[config.mk]
export PLATFORM = sky130hd
export DESIGN_NAME = voice_allocator_oldest_steal
export DESIGN_NICKNAME = d
export VERILOG_FILES = /design/src/rtl/vao_pkg.sv /design/src/rtl/vao_cell.sv /design/src/rtl/voice_allocator_oldest_steal.sv
export SDC_FILE = /design/constraint.sdc
export NUM_CORES = 1
export LEC_CHECK = 0
export ABC_AREA = 1
export ABC_CLOCK_PERIOD_IN_PS = 5130
export BUFFER_PORTS_ARGS = -buffer_cell sky130_fd_sc_hd__buf_4
export CAP_MARGIN = 15
export CORE_MARGIN = 4
export CORE_UTILIZATION = 66
export CTS_BUF_LIST = sky130_fd_sc_hd__clkbuf_8
export DETAILED_ROUTE_END_ITERATION = 16
export HOLD_SLACK_MARGIN = 0.08
export MAX_ROUTING_LAYER = met4
export PLACE_DENSITY = 0.84
export SYNTH_ARGS = -nofsm -noshare
export SYNTH_HDL_FRONTEND = slang
export SYNTH_HIERARCHICAL = 1
export SYNTH_SLANG_ARGS = --single-unit
[constraint.sdc]
create_clock -name clock -period 5.13 [get_ports clock]
set_input_delay 0.2565 -clock clock [delete_from_list [all_inputs] [get_ports clock]]
set_output_delay 0.2565 -clock clock [all_outputs]
set_load 0.02 [all_outputs]
[src/rtl/vao_pkg.sv]
// Shared types and constants for the voice allocator.
// Holds field widths, request and action codes, and the scan and commit records.
// No dependencies.
package vao_pkg;

   localparam int OP_W    = 2;
   localparam int NOTE_W  = 7;
   localparam int TIME_W  = 32;
   localparam int ACT_W   = 3;
   localparam int VOICE_W = 4;

   localparam logic [OP_W-1:0] OP_NOTE_ON  = 2'd0;
   localparam logic [OP_W-1:0] OP_NOTE_OFF = 2'd1;
   localparam logic [OP_W-1:0] OP_ALL_OFF  = 2'd2;

   localparam logic [ACT_W-1:0] ACT_IGNORED      = 3'd0;
   localparam logic [ACT_W-1:0] ACT_STARTED      = 3'd1;
   localparam logic [ACT_W-1:0] ACT_STOLEN       = 3'd2;
   localparam logic [ACT_W-1:0] ACT_RELEASED     = 3'd3;
   localparam logic [ACT_W-1:0] ACT_ALL_RELEASED = 3'd4;

   // Search record that walks down the row of voice cells.
   typedef struct packed {
      logic               valid;
      logic [NOTE_W-1:0]  note;
      logic               free_hit;
      logic [VOICE_W-1:0] free_idx;
      logic               match_hit;
      logic [VOICE_W-1:0] match_idx;
      logic [VOICE_W-1:0] old_idx;
      logic [TIME_W-1:0]  old_time;
   } scan_type;

   // Update broadcast from the controller to every cell.
   typedef struct packed {
      logic               start;
      logic               release_one;
      logic               clear_all;
      logic [VOICE_W-1:0] idx;
      logic [NOTE_W-1:0]  note;
      logic [TIME_W-1:0]  stamp;
   } commit_type;

endpackage

[src/rtl/vao_cell.sv]
// One voice of the allocator: active bit, note and start time.
// Updates the passing search record and registers it for the next cell.
// Depends on vao_pkg.
module vao_cell #(
   parameter logic [vao_pkg::VOICE_W-1:0] VOICE_ID = '0
) (
   input  logic                 clock,
   input  logic                 reset,
   input  vao_pkg::scan_type    scan_in,
   output vao_pkg::scan_type    scan_out,
   input  vao_pkg::commit_type  commit
);
   import vao_pkg::*;

   logic              active_ff, active_in;
   logic [NOTE_W-1:0] note_ff, note_in;
   logic [TIME_W-1:0] time_ff, time_in;
   scan_type          scan_ff, scan_in_nx;

   // Fold this voice into the search record.
   always_comb begin
      scan_in_nx = scan_in;
      if (scan_in.valid) begin
         if (!scan_in.free_hit && !active_ff) begin
            scan_in_nx.free_hit = 1'b1;
            scan_in_nx.free_idx = VOICE_ID;
         end
         if (!scan_in.match_hit && active_ff && (note_ff == scan_in.note)) begin
            scan_in_nx.match_hit = 1'b1;
            scan_in_nx.match_idx = VOICE_ID;
         end
         // strict compare keeps the lowest index on a tie
         if (time_ff < scan_in.old_time) begin
            scan_in_nx.old_idx  = VOICE_ID;
            scan_in_nx.old_time = time_ff;
         end
      end
   end

   always_comb begin
      active_in = active_ff;
      note_in   = note_ff;
      time_in   = time_ff;
      if (commit.clear_all) begin
         active_in = 1'b0;
         note_in   = '0;
      end else if (commit.start && (commit.idx == VOICE_ID)) begin
         active_in = 1'b1;
         note_in   = commit.note;
         time_in   = commit.stamp;
      end else if (commit.release_one && (commit.idx == VOICE_ID)) begin
         active_in = 1'b0;
         note_in   = '0;
      end
   end

   always_ff @(posedge clock) begin
      if (reset) begin
         active_ff     <= 1'b0;
         note_ff       <= '0;
         time_ff       <= '0;
         scan_ff.valid <= 1'b0;
      end else begin
         active_ff     <= active_in;
         note_ff       <= note_in;
         time_ff       <= time_in;
         scan_ff.valid <= scan_in_nx.valid;
      end
      scan_ff.note      <= scan_in_nx.note;
      scan_ff.free_hit  <= scan_in_nx.free_hit;
      scan_ff.free_idx  <= scan_in_nx.free_idx;
      scan_ff.match_hit <= scan_in_nx.match_hit;
      scan_ff.match_idx <= scan_in_nx.match_idx;
      scan_ff.old_idx   <= scan_in_nx.old_idx;
      scan_ff.old_time  <= scan_in_nx.old_time;
   end

   assign scan_out = scan_ff;

endmodule

[src/rtl/voice_allocator_oldest_steal.sv]
// Polyphonic voice allocator with oldest-voice stealing (top level).
// A request passes through the row of NUM_VOICES cell registers, the found register and the
// output register, one item at a time; the search record walks one voice cell per cycle, and the
// next request is accepted only after the current one is committed. A new request is taken while
// the previous result waits in the output register.
// Reset (synchronous, active high) clears every voice, the ready flag and both handshakes.
module voice_allocator_oldest_steal #(
   parameter int NUM_VOICES = 4
) (
   input  logic                                clock,
   input  logic                                reset,
   // request channel
   input  logic                                req_tvalid,
   output logic                                req_tready,
   input  logic [39:0]                         req_tdata,  // [6:0] note, [38:7] timestamp
   input  logic [vao_pkg::OP_W-1:0]            req_tuser,  // [1:0] op
   // result channel
   output logic                                rsp_tvalid,
   input  logic                                rsp_tready,
   output logic [7:0]                          rsp_tdata,  // [3:0] voice
   output logic [vao_pkg::ACT_W-1:0]           rsp_tuser,  // [2:0] action
   // instrument_ready register write
   input  logic                                csr_valid,
   output logic                                csr_ready,
   input  logic                                csr_data
);
   import vao_pkg::*;

   typedef enum logic [2:0] {
      ST_IDLE   = 3'b001,
      ST_SCAN   = 3'b010,
      ST_DECIDE = 3'b100
   } state_type;

   state_type          state_ff, state_in;
   logic [OP_W-1:0]    op_ff, op_in;
   logic [NOTE_W-1:0]  note_ff, note_in;
   logic [TIME_W-1:0]  stamp_ff, stamp_in;
   scan_type           found_ff, found_in;
   logic               ready_ff, ready_in;
   logic               rsp_valid_ff, rsp_valid_in;
   logic [ACT_W-1:0]   rsp_action_ff, rsp_action_in;
   logic [VOICE_W-1:0] rsp_voice_ff, rsp_voice_in;

   scan_type           scan_w [NUM_VOICES+1];
   commit_type         commit;
   logic               req_take;
   logic               commit_fire;
   logic [ACT_W-1:0]   act;
   logic [VOICE_W-1:0] vidx;

   assign req_tready = (state_ff == ST_IDLE);
   assign req_take   = req_tvalid && req_tready;
   assign csr_ready  = 1'b1;

   // Launch a fresh search record into the first cell on each accepted request.
   always_comb begin
      scan_w[0].valid     = req_take;
      scan_w[0].note      = req_tdata[6:0];
      scan_w[0].free_hit  = 1'b0;
      scan_w[0].free_idx  = '0;
      scan_w[0].match_hit = 1'b0;
      scan_w[0].match_idx = '0;
      scan_w[0].old_idx   = '0;
      scan_w[0].old_time  = '1;
   end

   // Row of voice cells; each hands the record to the next one per cycle.
   for (genvar i = 0; i < NUM_VOICES; i++) begin : g_cell
      vao_cell #(
         .VOICE_ID (VOICE_W'(i))
      ) u_cell (
         .clock    (clock),
         .reset    (reset),
         .scan_in  (scan_w[i]),
         .scan_out (scan_w[i+1]),
         .commit   (commit)
      );
   end

   // Turn the finished search into an action; commit only once the output is free.
   assign commit_fire = (state_ff == ST_DECIDE) && (!rsp_valid_ff || rsp_tready);

   always_comb begin
      act  = ACT_IGNORED;
      vidx = '0;
      case (op_ff)
         OP_NOTE_ON: begin
            if (ready_ff) begin
               if (found_ff.free_hit) begin
                  act  = ACT_STARTED;
                  vidx = found_ff.free_idx;
               end else begin
                  act  = ACT_STOLEN;
                  vidx = found_ff.old_idx;
               end
            end
         end
         OP_NOTE_OFF: begin
            if (found_ff.match_hit) begin
               act  = ACT_RELEASED;
               vidx = found_ff.match_idx;
            end
         end
         OP_ALL_OFF: begin
            act = ACT_ALL_RELEASED;
         end
         default: begin
            act = ACT_IGNORED;
         end
      endcase
   end

   always_comb begin
      commit.start       = commit_fire && ((act == ACT_STARTED) || (act == ACT_STOLEN));
      commit.release_one = commit_fire && (act == ACT_RELEASED);
      commit.clear_all   = commit_fire && (act == ACT_ALL_RELEASED);
      commit.idx         = vidx;
      commit.note        = note_ff;
      commit.stamp       = stamp_ff;
   end

   // Sequencer: hold the request, wait for the record to leave the last cell, decide.
   always_comb begin
      state_in = state_ff;
      op_in    = op_ff;
      note_in  = note_ff;
      stamp_in = stamp_ff;
      found_in = found_ff;
      case (state_ff)
         ST_IDLE: begin
            if (req_take) begin
               op_in    = req_tuser;
               note_in  = req_tdata[6:0];
               stamp_in = req_tdata[38:7];
               state_in = ST_SCAN;
            end
         end
         ST_SCAN: begin
            if (scan_w[NUM_VOICES].valid) begin
               found_in = scan_w[NUM_VOICES];
               state_in = ST_DECIDE;
            end
         end
         ST_DECIDE: begin
            if (commit_fire) begin
               state_in = ST_IDLE;
            end
         end
         default: begin
            state_in = ST_IDLE;
         end
      endcase
   end

   // Output register: load on commit, drop once the result transaction completes.
   always_comb begin
      rsp_valid_in  = rsp_valid_ff;
      rsp_action_in = rsp_action_ff;
      rsp_voice_in  = rsp_voice_ff;
      if (commit_fire) begin
         rsp_valid_in  = 1'b1;
         rsp_action_in = act;
         rsp_voice_in  = vidx;
      end else if (rsp_tready) begin
         rsp_valid_in = 1'b0;
      end
   end

   assign ready_in = (csr_valid && csr_ready) ? csr_data : ready_ff;

   always_ff @(posedge clock) begin
      if (reset) begin
         state_ff     <= ST_IDLE;
         ready_ff     <= 1'b0;
         rsp_valid_ff <= 1'b0;
      end else begin
         state_ff     <= state_in;
         ready_ff     <= ready_in;
         rsp_valid_ff <= rsp_valid_in;
      end
   end

   always_ff @(posedge clock) begin
      op_ff         <= op_in;
      note_ff       <= note_in;
      stamp_ff      <= stamp_in;
      found_ff      <= found_in;
      rsp_action_ff <= rsp_action_in;
      rsp_voice_ff  <= rsp_voice_in;
   end

   assign rsp_tvalid = rsp_valid_ff;
   assign rsp_tuser  = rsp_action_ff;
   assign rsp_tdata  = {{(8-VOICE_W){1'b0}}, rsp_voice_ff};

   // The search record reaches the end of the row once it has passed through each of the NUM_VOICES cell registers.
   a_scan_arrives: assert property (@(posedge clock) disable iff (reset)
      req_take |-> ##(NUM_VOICES) scan_w[NUM_VOICES].valid)
      else $error("search record did not leave the last cell on time");

   // A record leaves the row only while the sequencer waits for it.
   a_scan_in_scan: assert property (@(posedge clock) disable iff (reset)
      scan_w[NUM_VOICES].valid |-> (state_ff == ST_SCAN))
      else $error("search record arrived outside the scan state");

   // At most one kind of update goes to the cells at a time.
   a_commit_onehot: assert property (@(posedge clock) disable iff (reset)
      $onehot0({commit.start, commit.release_one, commit.clear_all}))
      else $error("conflicting voice updates");

   // Started or released voices always exist.
   a_commit_idx: assert property (@(posedge clock) disable iff (reset)
      (commit.start || commit.release_one) |->
         ({1'b0, commit.idx} < (VOICE_W+1)'(NUM_VOICES)))
      else $error("update addressed a voice beyond the row");

   // A commit always produces a result in the next cycle.
   a_commit_rsp: assert property (@(posedge clock) disable iff (reset)
      commit_fire |=> rsp_valid_ff && (rsp_action_ff == $past(act)))
      else $error("committed action not presented as a result");

endmodule
Yosys cells after proc, flatten, opt, wreduce, memory -nomap -nowiden
Cells that the tools add are included.

word-level totals
  register bits after elaboration = 404
  input bits = 48
  output and inout port bits = 14
  word-level logic and storage cells = 174

cells by class
  magnitude comparators = 4
  equal/unequal tests = 19
  muxes and demuxes = 44
  bitwise gates (word level) = 1
  reductions and logical operators = 51

operator list
  operator                                                                  number
  46-bit two-way mux                                                        3
  36-bit two-way mux                                                        3
  32-bit less-than comparator                                               3
  7-bit two-way mux                                                         8
  5-bit two-way mux                                                         8
  32-bit less-than comparator (second input constant)                       1
  7-bit == test                                                             4
  1-bit logical AND                                                         23
  3-bit case mux with 3 select lines                                        2
  2-bit AND reduction                                                       7
  4-bit two-way mux                                                         3
  1-bit logical NOT                                                         10
  1-bit two-way mux                                                         10
  2-bit nonzero test                                                        5
  3-bit by 2-bit == test with 1-bit output (second input constant)          3
  3-bit two-way mux                                                         3
  4-bit by 2-bit == test with 1-bit output (second input constant)          2
  4-bit case mux with 2 select lines                                        1
  3-bit by 1-bit == test with 1-bit output (second input constant)          2
  3-bit == test (second input constant)                                     2
  2-bit two-way mux                                                         3
  4-bit by 1-bit == test with 1-bit output (second input constant)          1
  4-bit logical NOT                                                         1
  2-bit by 1-bit inequality test with 1-bit output (second input constant)  2
  other kinds (8)                                                           9

Logic depth before layout (Yosys ltp)
  word-level depth = 8
  gate-level depth with buffers = 15
  depth with buffers taken out = 14

Cells and area by module
The synthesis kept the hierarchy.

by module, submodules not included
  module                            instances  cells an instance  area an instance (sq um)  seq. area each (sq um)
  vao_cell at g_cell[1].u_cell ...  2          507                4264.1                    1881.8
  vao_cell at g_cell[0].u_cell      1          509                4040.1                    1881.8
  vao_cell at g_cell[3].u_cell      1          505                4036.4                    1881.8
  voice_allocator_oldest_steal      1          146                2346.0                    1961.9

Worst setup path after synthesis
OpenSTA, ideal clock, no wires.

  path type = register to register
  start point = register state_ff[1]
  end point = register g_cell[0].u_cell.scan_ff, in the netlist g_cell[0].u_cell/scan_out[10]
  setup time = 0.112 ns
  arrival time = 2.548 ns
  data required time = 5.018 ns
  path slack = 2.469 ns
  stages on the path, launching flop included = 14
  path buffers = 1
  period minus slack after synthesis = 2.661 ns
  cell sequence = dfxtp_1 -> nor2_1 -> nand2_1 -> inv_1 -> nand2_1 -> inv_1 -> inv_2 -> a211oi_2 -> o211ai_1 -> nor2_4 -> nand2_4 -> buf_8 -> nand2_2 -> nand2_1

on the way
  cells in the longest elaborated chain, start to end = 3

RTL lines
  element                                   RTL line                             source
  start: declaration                        voice_allocator_oldest_steal.sv:35   state_type state_ff, state_in;
  start signal: assignment                  voice_allocator_oldest_steal.sv:178  state_ff <= state_in;
  3-bit by 1-bit == test with 1-bit output  voice_allocator_oldest_steal.sv:52   assign req_tready = (state_ff == ST_IDLE);
  via req_tready                            voice_allocator_oldest_steal.sv:14   output logic req_tready,
  1-bit logical AND                         voice_allocator_oldest_steal.sv:53   assign req_take = req_tvalid && req_tready;
  via req_take                              voice_allocator_oldest_steal.sv:47   logic req_take;
  2-bit AND reduction (no source line)      n/a
  end: declaration                          vao_cell.sv:18                       scan_type scan_ff, scan_in_nx;

The timed path passes the listed nets, and every way through them passes these cells.
A chain may end at the register's enable or synchronous reset.

==> impl_metrics.py <==
metrics = {
    "clock_network": {
        "clock_sinks": 404,
        "clock_path_buffers": 3,
        "cts_tree": "built",
        "htreeDepth": 3,
        "clkTransAtPathRegs_ps": 60,
        "numCtsBuffers": 67,
        "clk_latency_ps": 600,
        "cts_root_buf": "clkbuf_8",
        "cts_setup_buffers": 0,
    },
    "floorplanning": {
        "dieHeight_um": 172,
        "coreArea_mm2": 0.0262,
        "dieArea_mm2": 0.0295,
        "die_width_um": 172,
        "initial_core_util_pct": 67.5,
        "ioPinCount": 62,
        "rows": 59,
    },
    "synthesis": {
        "synthCells": 2031,
        "ys_warn_count": 6,
        "avgSynthCellArea_um2": 8.70,
        "netlist_area_mm2": 0.0177,
    },
    "global_routing": {
        "grtUsageMet2_pct": 50.1,
        "grtUsageMet3_pct": 4.34,
        "grt-busiest-layer": "met2",
        "first_global_vias": 14300,
        "antenna_found_initial": 0,
        "gr-total-overflow": 0,
        "track_usage_pct": 28.6,
        "use_met1_pct": 32.7,
        "grt_first_pass_wirelength_um": 66400,
        "grt_max_degree": 113,
    },
    "critical_path": {
        "critPathLaunchType": "flip-flop",
        "r2r_cells": 8,
        "cp.required_ps": 5620,
        "arrival_ps": 3930,
        "r2r_start": "state_ff[2]",
        "rrSetupSlack_ps": 1690,
        "critPathKind": "flip-flop to flip-flop",
        "critPathCaptureType": "flip-flop",
        "r2r_end": "g_cell[1].u_cell/time_ff[17]",
        "critPathMaxFanout": 33,
    },
    "detailed_routing": {
        "drt-initial-drc-count": 906,
        "drc": 0,
        "detail_route.first_pass.iterations": 6,
        "wl_per_cell_um": 15.6,
        "via_per_inst": 5.36,
        "drt-total-wl_um": 40500,
        "antenna_left": 0,
        "vias": 13900,
    },
    "timing": {
        "finalHoldViolations": 0,
        "finalCritPeriodShare_pct": 67.0,
        "fin_setup_tns_ps": 0,
        "skew_ps": 36.7,
        "worst_slew_pin_slew_ps": 1160,
        "final-setup-viol-count": 0,
        "slew_headroom_pct": 22.3,
        "fmax_ghz": 0.291,
        "rsz0062_at_grt": "no",
        "period_minus_slack_ps": 3440,
        "finalMaxSlewViolations": 0,
    },
    "worst_hold_path": {
        "min_path_type": "input port to flip-flop",
        "min_path_cells": 2,
        "worstHoldStart": "reset",
        "hold_path_end": "ready_ff",
    },
    "placed_design": {
        "place.gp.congestion": 0.846,
        "portBuffers": 55,
        "hpwl_um": 24900,
    },
    "power_and_ir_drop": {
        "p_int_mw": 5.26,
        "switchingPower_mw": 1.71,
        "power.share.switching_pct": 24.6,
        "p_per_area_mw_per_mm2": 344,
        "p_seq_share_pct": 50.0,
        "p_clk_share_pct": 43.0,
        "vdd_drop_max_mv": 0.227,
        "p_comb_share_pct": 7.1,
        "power_mw": 6.97,
        "p_leak_nw": 9.46,
    },
    "job": {
        "drv_cap": 0,
    },
    "finish": {
        "nNetsFinal": 2383,
        "n_antenna_cell": 0,
        "fillCellCount": 1655,
        "syn_to_final_growth_pct": 14.7,
        "drive_gt1_share_pct": 13.7,
    },
    "run_status": {
        "status": "completed",
    },
}
[placed cells by master, fill, tap and decap left out, types with 5 or more instances in the layout]
| master | count |
|---|---|
| inv_2 | 9 |
| nand2_2 | 13 |
| nor3_1 | 17 |
| clkinv_2 | 5 |
| nor2_1 | 124 |
| o21ai_1 | 8 |
| buf_4 | 62 |
| edfxtp_1 | 62 |
| a21oi_1 | 154 |
| dfxtp_1 | 342 |
| a21boi_0 | 12 |
| nor2_4 | 7 |
| xor2_1 | 20 |
| nand2_4 | 7 |
| nand3_1 | 120 |
| ha_1 | 124 |
| or2_2 | 18 |
| nor2_2 | 10 |
| nand2_1 | 498 |
| inv_1 | 301 |
| dlygate4sd3_1 | 45 |
| o21ai_0 | 16 |
| a211oi_2 | 69 |
| clkbuf_8 | 84 |
| conb_1 | 84 |
[power groups by stage]
stage | Clock (mW) | Combinational [mW] | Sequential (mW)
floorplan | 0 | 0.341 | 3.50
global placement | 0 | 0.421 | 3.53
detailed placement | 0 | 0.443 | 3.54
CTS | 3.02 | 0.480 | 3.48
global route | 3.18 | 0.558 | 3.49
finish | 2.99 | 0.491 | 3.48
[critical path: stages (launching register included)]
cell and delay [ps]:
dfxtp_1 360, inv_1 80, nor3_2 170, nand2_2 130, nor3_1 900, or2_2 890, buf_4 500, nor2_1 120
a211oi_2 170
[metal layers]
metal	vias up	part of all wire, %
met1	6559	40
li1	6776	-
met4	0	3.5
met2	476	50
met5	-	0
met3	117	5.7
[cell type report]
class	instances	area (um^2)	share of cell area (%)
Multi-Input combinational cell	1338	7650	37.8
Clock buffer	84	1160	5.70
Sequential cell	404	8710	43.0
Timing Repair Buffer	109	955	4.71
Clock inverter	36	287	1.41
Tap cell	335	419	2.07
Inverter	291	1090	5.39
[timing repair]
| item | 4_1_cts | 5_1_grt |
|---|---|---|
| hold endpoints to repair | 53 | 0 |
| hold buffers | 45 | 0 |
| setup endpoints to repair | 0 | 0 |
| resized for setup | 0 | 0 |
[sequential cells by signal, indices dropped and copies added (netlist names), 4 cells and up]
register	count
g_cell.u_cell/scan_out	177
g_cell.u_cell/time_ff	128
stamp_ff	32
g_cell.u_cell/note_ff	28
found_ff	14
note_ff	7
g_cell.u_cell/active_ff	4
rsp_voice_ff	4
[how the worst max path moves through the flow]
stage | cells past startpoint | slack (ps) | startpoint | end
after floorplan | 13 | 2470 | state_ff[1] | g_cell[0].u_cell/scan_out[10]
after global placement | 7 | 2060 | state_ff[1] | g_cell[1].u_cell/time_ff[25]
after detailed placement | 8 | 1880 | state_ff[2] | g_cell[1].u_cell/time_ff[15]
after CTS | 8 | 1780 | state_ff[2] | g_cell[1].u_cell/time_ff[17]
after global routing | 8 | 1570 | state_ff[2] | g_cell[1].u_cell/time_ff[15]
final | 8 | 1690 | state_ff[2] | g_cell[1].u_cell/time_ff[17]
[through the flow]
| step | setup slack (ps) | std cells | hold WS, ps | instance area, um^2 | utilization, % |
|---|---|---|---|---|---|
| floorplan | 2470 | 2113 | 284 | 18000 | - |
| global placement | 2060 | 2431 | 358 | 18300 | 70.0 |
| detailed placement | 1880 | 2432 | 359 | 18400 | 70.1 |
| CTS | 1780 | 2597 | 284 | 20300 | 77.3 |
| global route | 1570 | 2597 | 324 | 20300 | 77.3 |
| finish | 1690 | 2597 | 277 | 20300 | 77.3 |
No activity file was read; power rests on OpenSTA's default activity.
